--- src/sv/rrip_dead_block_ship_stream_replacement_assert.svh ---
// assertion macros for the replacement policy block
// used by modules that check their own control logic, expects clk and rst_n in scope
`ifndef RRIP_DEAD_BLOCK_SHIP_STREAM_REPLACEMENT_ASSERT_SVH
`define RRIP_DEAD_BLOCK_SHIP_STREAM_REPLACEMENT_ASSERT_SVH

// antecedent implies consequent in the same cycle
`define RDB_ASSERT_SAME(label, ante, cons) \
    label: assert property (@(posedge clk) disable iff (!rst_n) (ante) |-> (cons)) \
        else $error("rdb check failed");

// antecedent implies consequent in the next cycle
`define RDB_ASSERT_NEXT(label, ante, cons) \
    label: assert property (@(posedge clk) disable iff (!rst_n) (ante) |=> (cons)) \
        else $error("rdb check failed");

`endif

--- src/sv/rdb_pkg.sv ---
// shared types and constants for the replacement policy block
// no dependencies
`timescale 1ns / 1ps
package rdb_pkg;
    localparam int ADDR_W      = 48;
    localparam int SET_W       = 11;
    localparam int WAY_W       = 4;
    localparam int SCORE_W     = 3;
    localparam int PERIOD_W    = 21;
    localparam int COUNT_W     = 20;
    localparam int CFG_IDX_W   = 1;
    localparam int CFG_DATA_W  = 21;
    localparam int STRIDE      = 64;
    localparam int LINE_SHIFT  = 6;
    localparam logic signed [SCORE_W-1:0] SCORE_MIN = -3'sd4;
    localparam logic signed [SCORE_W-1:0] SCORE_MAX = 3'sd3;
    localparam logic signed [SCORE_W-1:0] THR_RESET = 3'sd2;
    localparam logic [PERIOD_W-1:0] PERIOD_RESET = 21'd16384;
    localparam logic [PERIOD_W-1:0] PERIOD_MAX   = 21'd1048576;
    localparam logic [1:0] RRPV_RESET = 2'd2;
    localparam logic [1:0] DEAD_RESET = 2'd1;
    localparam logic [1:0] SIG_RESET  = 2'd1;
    localparam logic [1:0] CTR_MAX    = 2'd3;
    localparam logic [1:0] RRPV_FAR   = 2'd3;
    localparam logic [1:0] RRPV_LONG  = 2'd2;
    localparam logic [1:0] RRPV_NEAR  = 2'd0;
    localparam logic [1:0] STRONG_MIN = 2'd2;

    typedef enum logic {ACT_QUERY = 1'b0, ACT_UPDATE = 1'b1} action_t;
    typedef enum logic [CFG_IDX_W-1:0] {
        CFG_STREAM_THRESHOLD = 1'b0,
        CFG_SWEEP_INTERVAL   = 1'b1
    } cfg_idx_t;
    typedef enum logic [2:0] {ST_CLEAR, ST_IDLE, ST_EXEC, ST_SIGWR, ST_SWEEP} state_t;

    typedef struct packed {
        logic wr;
        logic clr;
        logic inc;
    } sig_op_t;
endpackage

--- src/sv/rdb_sig_table.sv ---
// signature outcome table memory, saturating 2-bit counters updated read-modify-write
// depends on rdb_pkg
`timescale 1ns / 1ps
module rdb_sig_table #(
    parameter int HASH_W = 6
) (
    input  logic              clk,
    input  rdb_pkg::sig_op_t  op,
    input  logic              re,
    input  logic [HASH_W-1:0] raddr,
    input  logic [HASH_W-1:0] waddr,
    output logic [1:0]        rdata
);
    import rdb_pkg::*;
    localparam int ENT = 1 << HASH_W;

    logic [1:0] mem [ENT];
    logic [1:0] wdata;

    // non-clear write data comes from the entry read in the previous cycle
    always_comb
    begin
        if (op.clr)
        begin
            wdata = SIG_RESET;
        end
        else if (op.inc)
        begin
            wdata = (rdata != CTR_MAX) ? rdata + 2'd1 : CTR_MAX;
        end
        else
        begin
            wdata = (rdata != 2'd0) ? rdata - 2'd1 : 2'd0;
        end
    end

    always_ff @(posedge clk)
    begin
        if (op.wr)
        begin
            mem[waddr] <= wdata;
        end
    end

    always_ff @(posedge clk)
    begin
        if (re)
        begin
            rdata <= mem[raddr];
        end
    end
endmodule

--- config.mk ---
export PLATFORM = sky130hd
export DESIGN_NAME = rdb_sig_table
export DESIGN_NICKNAME = d
export VERILOG_FILES = /design/src/sv/rrip_dead_block_ship_stream_replacement_assert.svh /design/src/sv/rdb_pkg.sv /design/src/sv/rdb_sig_table.sv
export SDC_FILE = /design/constraint.sdc
export NUM_CORES = 1
export LEC_CHECK = 0
export ABC_AREA = 1
export BUFFER_PORTS_ARGS = -buffer_cell sky130_fd_sc_hd__buf_2
export CORE_ASPECT_RATIO = 1.5
export CORE_MARGIN = 1.5
export CORE_UTILIZATION = 61
export DETAILED_ROUTE_END_ITERATION = 6
export MAX_ROUTING_LAYER = met4
export PLACE_DENSITY = 0.79
export SLEW_MARGIN = 20
export SYNTH_ARGS = -nofsm -noshare
export SYNTH_HDL_FRONTEND = slang
export SYNTH_SLANG_ARGS = --single-unit
--- constraint.sdc ---
create_clock -name clk -period 5 [get_ports clk]
set_input_delay 1 -clock clk [delete_from_list [all_inputs] [get_ports clk]]
set_output_delay 1 -clock clk [all_outputs]
set_load 0.03 [all_outputs]
==> impl_metrics.env, run 1 <==
export IMPL_total_leakage_power_nw=2.28
export IMPL_final_nets=554
export IMPL_startpoint_type="input port"
export IMPL_io_pins=19
export IMPL_p_per_area_mw_per_mm2=402
export IMPL_cts_tree="yes"
export IMPL_fin_ws_ns=2.45
export IMPL_r2r_end="mem[30][1]$_DFFE_PP_"
export IMPL_clkSinkCount=130
export IMPL_synth_top_cell_area_share=0.690
export IMPL_synth_distinct_cells=15
export IMPL_syn_inst=525
export IMPL_area_growth_pct=11.3
export IMPL_ys_seq_elements=130
export IMPL_drtIter0Drc=675
export IMPL_tightestPinTransition_ns=1.08
export IMPL_synth_seq_area_share=0.690
export IMPL_synth_mux_area_fraction=0
export IMPL_reg2reg_depth=3
export IMPL_synth_compound_area_frac=0.00265
export IMPL_syn_nets=542
export IMPL_coreArea_sq_mm=0.00893
export IMPL_cap_violations=0
export IMPL_drc=1
export IMPL_finish_utilization=0.705
export IMPL_synth_warnings=0
export IMPL_status="finished, violations left"
export IMPL_synthAdderAreaFrac=0
export IMPL_slew_viol_final=0
export IMPL_synth_top_family_by_area="simple AND/OR/NAND/NOR gates"
export IMPL_antenna_found_initial=0
export IMPL_die_w_microns=81.6
export IMPL_worstHoldEndpoint="rdata[1]$_DFFE_PP_"
export IMPL_fin_crit_sh=0.510
export IMPL_reg2reg_setup_slack_ns=3.03
export IMPL_r2r_start="rdata[1]$_DFFE_PP_"
export IMPL_grt_pass1_wl_microns=19600
export IMPL_dp_slack_ns=2.12
export IMPL_rsz0062_at_grt="false"
export IMPL_endpoint_kind="flop"
export IMPL_via_count=4047
export IMPL_dieHeight_microns=121
export IMPL_crit_buf_inv=2
export IMPL_maxSlewHeadroom=0.280
export IMPL_wirelength_microns=12900
export IMPL_synth_area_sq_mm=0.00566
export IMPL_finClkSkew_ns=0.00350
export IMPL_avgSynthCellArea_sq_um=10.8
export IMPL_clk_latency_ns=0.42
export IMPL_yosysTopAreaCell="edfxtp_1"
export IMPL_initial_utilization=0.633
export IMPL_synth_xor_area_share=0
export IMPL_post_drt_wl_per_cell_microns=19.5
export IMPL_root_buffer="clkbuf_16"
export IMPL_violations="DRC"
export IMPL_yosys_area_share_simple=0.267
export IMPL_path_class="in -> reg"
export IMPL_clockBufferDepth=2
export IMPL_grt_max_degree=65
export IMPL_ir_worst_vdd_v=0.000282
export IMPL_finalWeightedCongestion=0.897
export IMPL_crit_required_ns=5.28
export IMPL_cts_setup_buffers=0
export IMPL_worstPathCellList="buf_2 > inv_2 > nand3_1 > nand3_1 > nand2_1 > nand2_1 > nand3_1 > nand3_1 > nand2_1"
export IMPL_viasPerCell=6.13
export IMPL_hpwlAfterDp_microns=7460
export IMPL_report_final_hold_viol_count=0
export IMPL_worstPathMaxFanout=33
export IMPL_antenna_left=0
export IMPL_critPathMaxStageDelay_ns=0.54
export IMPL_portBuffers=18
export IMPL_grt_total_usage=0.291
export IMPL_yosys_top_cells_area="edfxtp_1, nand2_1, nand3_1, nor2_1, buf_6"
export IMPL_antennaDiodeCount=0
export IMPL_dieArea_sq_mm=0.00987
export IMPL_cts_buffers=17
export IMPL_ctsResizeCount=0
export IMPL_grt_overflow_total=0
export IMPL_rows=42
export IMPL_clkSlewWorstSetupHoldPaths_ns=0.05
export IMPL_hold_path_class="in -> reg"
export IMPL_clock_fmax_mhz=392
export IMPL_slowest_stage="buf_2"
export IMPL_setup_total_negative_slack_ns=0
export IMPL_cp_arrival_ns=2.83
export IMPL_crit_top_cell="nand3_1"
export IMPL_first_pass_iters=7
export IMPL_crit_family="buffers and inverters"
export IMPL_hold_start="re"
export IMPL_min_period_ns=2.55
export IMPL_drive_gt1_frac=0.0945
export IMPL_finalSetupViolCount=0
export IMPL_cts_hold_buf=0
export IMPL_grt_pass1_vias=3893
export IMPL_whs_path_depth=1
export IMPL_h_tree_depth=4
sequential cells by signal, summed over array words and instances (netlist names):
name,cells
mem,128
rdata,2
where the power goes:
part	total [mW]	internal (mW)	switching, mW	leakage (nW)
clock network	1.15	0.721	0.430	0.265
registers	1.22	1.22	0.00300	1.19
logic	0.161	0.0377	0.124	0.828
total	2.53	1.98	0.557	2.28
cell type report:
type,instances,area [sq um]
sequential,130,3900
inverter,12,45.0
multi-input combinational,355,1550
fill,624,2640
tap,110,138
clock buffer,19,433
timing repair buffer,21,113
clock inverter,13,119
cells by family (layout without fill, tap and decap cells):
family / count (synthesis) / in the layout
flops: 130 / 130
buf+inv: 40 / 65
simple gates: 352 / 352
compound gates: 3 / 3
layer usage:
layer | track usage | vias up | part of all wire
li1 | - | 1862 | -
met1 | 0.354 | 1895 | 0.36
met5 | - | - | 0
met2 | 0.448 | 243 | 0.52
met4 | 0.165 | 0 | 0.040
met3 | 0.0617 | 47 | 0.083
metrics by stage:
stage | total power, mW | cell area (sq um) | instances | hold slack (ns)
floorplan | 1.35 | 5660 | 525 | 0.797
global route | 2.60 | 6300 | 660 | 0.820
finish | 2.53 | 6300 | 660 | 0.823
CTS | 2.53 | 6290 | 660 | 0.820
global placement | 1.39 | 5740 | 628 | 0.859
detailed placement | 1.40 | 5740 | 628 | 0.886
worst max path at each step:
stage / startpoint / endpoint / cells past startpoint
floorplan: op[0] / mem[0][0]$_DFFE_PP_ / 2
global placement: op[0] / mem[6][1]$_DFFE_PP_ / 4
detailed placement: op[0] / mem[9][1]$_DFFE_PP_ / 4
CTS: raddr[1] / rdata[1]$_DFFE_PP_ / 9
global route: raddr[0] / rdata[1]$_DFFE_PP_ / 10
finish: raddr[1] / rdata[1]$_DFFE_PP_ / 9
placed cells by master (no fill, tap or decap), types with 2 or more instances in the layout:
| cell | count |
|---|---|
| nor2_1 | 57 |
| nand2_1 | 162 |
| nand4_1 | 9 |
| nand3_1 | 115 |
| clkbuf_1 | 2 |
| clkinvlp_4 | 3 |
| bufinv_16 | 2 |
| inv_1 | 10 |
| nor4_1 | 8 |
| clkbuf_16 | 17 |
| buf_4 | 3 |
| edfxtp_1 | 130 |
| clkinv_2 | 5 |
| inv_2 | 2 |
| buf_2 | 18 |
| a21oi_1 | 2 |
| clkinv_1 | 3 |
synth_stat cells:
cell type  instances
nor3_1             1
buf_4              2
inv_1             10
nor2_1            57
nor4_1             8
edfxtp_1         130
buf_2             14
nand2_1          162
inv_2              2
buf_6              7
nand3_1          115
o21ai_0            1
nand4_1            9
a21oi_1            2
clkbuf_1           5
Power figures use the tool's default switching activity.
==> run 2: changes to the inputs <==
==> constraint.sdc (replaced) <==
create_clock -name clk -period 2.35 [get_ports clk]
set_input_delay 0.47 -clock clk [delete_from_list [all_inputs] [get_ports clk]]
set_output_delay 0.47 -clock clk [all_outputs]
set_load 0.03 [all_outputs]
==> run 2 against run 1 <==
Against the previous run:
- the run now ends clean
- first-iteration DRC count fell by 21%
- highest routed layer unchanged
- critical path type unchanged
- power up 120%
- sequential power up 110%
- critical endpoint unchanged
- via count is 4.6% higher
==> impl_metrics.env, run 2 (synthesis results as in run 1) <==
export IMPL_gr_usage_met1=0.363
export IMPL_slowest_stage="inv_2"
export IMPL_r2r_end="mem[52][1]$_DFFE_PP_"
export IMPL_dieHeight_microns=121
export IMPL_drtIter0Drc=535
export IMPL_root_buffer="clkbuf_16"
export IMPL_cts_setup_buffers=0
export IMPL_reg2reg_setup_slack_ns=0.79
export IMPL_portBuffers=18
export IMPL_met3_usage=0.0782
export IMPL_maxSlewHeadroom=0.561
export IMPL_die_w_microns=81.6
export IMPL_finalWeightedCongestion=0.867
export IMPL_final_common_cell="nand2_1"
export IMPL_clkSinkCount=130
export IMPL_crit_top_cell="nand3_1"
export IMPL_reg2reg_depth=3
export IMPL_post_drt_wl_per_cell_microns=20.4
export IMPL_p_total_mw=5.68
export IMPL_ir_worst_vdd_v=0.000597
export IMPL_largest_reg_flops=128
export IMPL_final_nets=567
export IMPL_worstPathMaxFanout=22
export IMPL_grt_pass1_wl_microns=21600
export IMPL_largest_register="mem"
export IMPL_area_growth_pct=14.7
export IMPL_wirelength_microns=13800
export IMPL_io_pins=19
export IMPL_crit_required_ns=2.52
export IMPL_setup_total_negative_slack_ns=0
export IMPL_total_leakage_power_nw=2.38
export IMPL_rows=42
export IMPL_clockBufferDepth=2
export IMPL_antennaDiodeCount=0
export IMPL_antenna_left=0
export IMPL_critPathMaxStageDelay_ns=0.27
export IMPL_finalSetupViolCount=0
export IMPL_cts_buffers=17
export IMPL_startpoint_type="input port"
export IMPL_drc=0
export IMPL_initial_utilization=0.633
export IMPL_cts_hold_buf=0
export IMPL_hpwlAfterDp_microns=7920
export IMPL_finClkSkew_ns=0.00927
export IMPL_p_per_area_mw_per_mm2=876
export IMPL_whs_path_depth=1
export IMPL_ctsResizeCount=0
export IMPL_coreArea_sq_mm=0.00893
export IMPL_cp_arrival_ns=1.90
export IMPL_cts_tree="yes"
export IMPL_r2r_start="rdata[1]$_DFFE_PP_"
export IMPL_viasPerCell=6.29
export IMPL_drive_gt1_frac=0.123
export IMPL_slew_viol_final=0
export IMPL_worstPathCellList="buf_2 > inv_2 > buf_12 > nand3_1 > nand3_1 > nand2_1 > nand2_1 > nand3_1 > nand3_1 > nand2_1"
export IMPL_cap_violations=0
export IMPL_rsz0062_at_grt="false"
export IMPL_via_count=4233
export IMPL_clk_latency_ns=0.42
export IMPL_grt_pass1_vias=4324
export IMPL_grt_overflow_total=0
export IMPL_gr_max_usage_layer="met2"
export IMPL_grt_max_degree=65
export IMPL_gr_usage_met2=0.498
export IMPL_fin_crit_sh=0.735
export IMPL_clock_fmax_mhz=579
export IMPL_startpoint="raddr[1]"
export IMPL_antenna_found_initial=0
export IMPL_grt_total_usage=0.316
export IMPL_dieArea_sq_mm=0.00987
export IMPL_tightestPinTransition_ns=0.657
export IMPL_status="complete, no violations"
export IMPL_path_class="in -> reg"
export IMPL_final_cell_mix="nand2_1, edfxtp_1, nand3_1, nor2_1, buf_2"
export IMPL_h_tree_depth=4
export IMPL_clkSlewWorstSetupHoldPaths_ns=0.06
export IMPL_reg_largest_list="mem: 128 flops, rdata: 2 flops"
export IMPL_first_pass_iters=6
export IMPL_critPathCapture="rdata[1]$_DFFE_PP_"
export IMPL_hold_path_class="in -> reg"
export IMPL_report_final_hold_viol_count=0
export IMPL_endpoint_kind="flop"
export IMPL_min_period_ns=1.73
## run 2: changes by cell type in the layout (fill, tap and decap cells not counted), sizes merged
cell | before | now
clkinvlp | 3 | 4
buf | 21 | 34
clkbuf | 19 | 17
clkinv | 8 | 7
bufinv | 2 | 4
## run 2: through the flow
| step | util | instances | area [sq um] | hold slack (ns) | setup slack (ns) |
|---|---|---|---|---|---|
| floorplan | - | 525 | 5670 | 0.582 | 0.281 |
| global placement | 0.657 | 641 | 5870 | 0.707 | 0.425 |
| detailed placement | 0.657 | 641 | 5870 | 0.711 | 0.347 |
| CTS | 0.726 | 673 | 6480 | 0.274 | 0.719 |
| global route | 0.726 | 673 | 6480 | 0.282 | 0.583 |
| finish | 0.726 | 673 | 6480 | 0.293 | 0.622 |
## run 2: worst min path at each step
stage / startpoint / end / slack (ns)
after global routing: re / rdata[1]$_DFFE_PP_ / 0.28
after CTS: re / rdata[1]$_DFFE_PP_ / 0.27
after floorplan: re / rdata[0]$_DFFE_PP_ / 0.58
after global placement: re / rdata[1]$_DFFE_PP_ / 0.71
final: re / rdata[1]$_DFFE_PP_ / 0.29
after detailed placement: re / rdata[0]$_DFFE_PP_ / 0.71
## run 2: layout make-up
type / instances / area [sq um]
repair buffers: 34 / 235
flip-flops and latches: 130 / 3900
fillers: 590 / 2450
well taps: 110 / 138
clock buffers: 17 / 425
multi-input cells: 355 / 1550
inverters: 12 / 45.0
clock inverters: 15 / 191
## run 2: where the power goes
group	switching [mW]	internal, mW	leakage, nW
Sequential	0.00635	2.59	1.19
Combinational	0.274	0.0955	0.897
Clock	0.953	1.76	0.292
Total	1.23	4.45	2.38
## run 2: metal layers
| layer | vias to the layer above | share of wire |
|---|---|---|
| met5 | - | 0 |
| met4 | 0 | 0.054 |
| met3 | 73 | 0.087 |
| met2 | 279 | 0.51 |
| met1 | 1986 | 0.35 |
| li1 | 1895 | - |
## run 2: worst max-delay path: cells and delay by family
kind | cells | cell delay (ns)
buffers and inverters | 3 | 0.70
and+or+nand+nor | 7 | 0.71
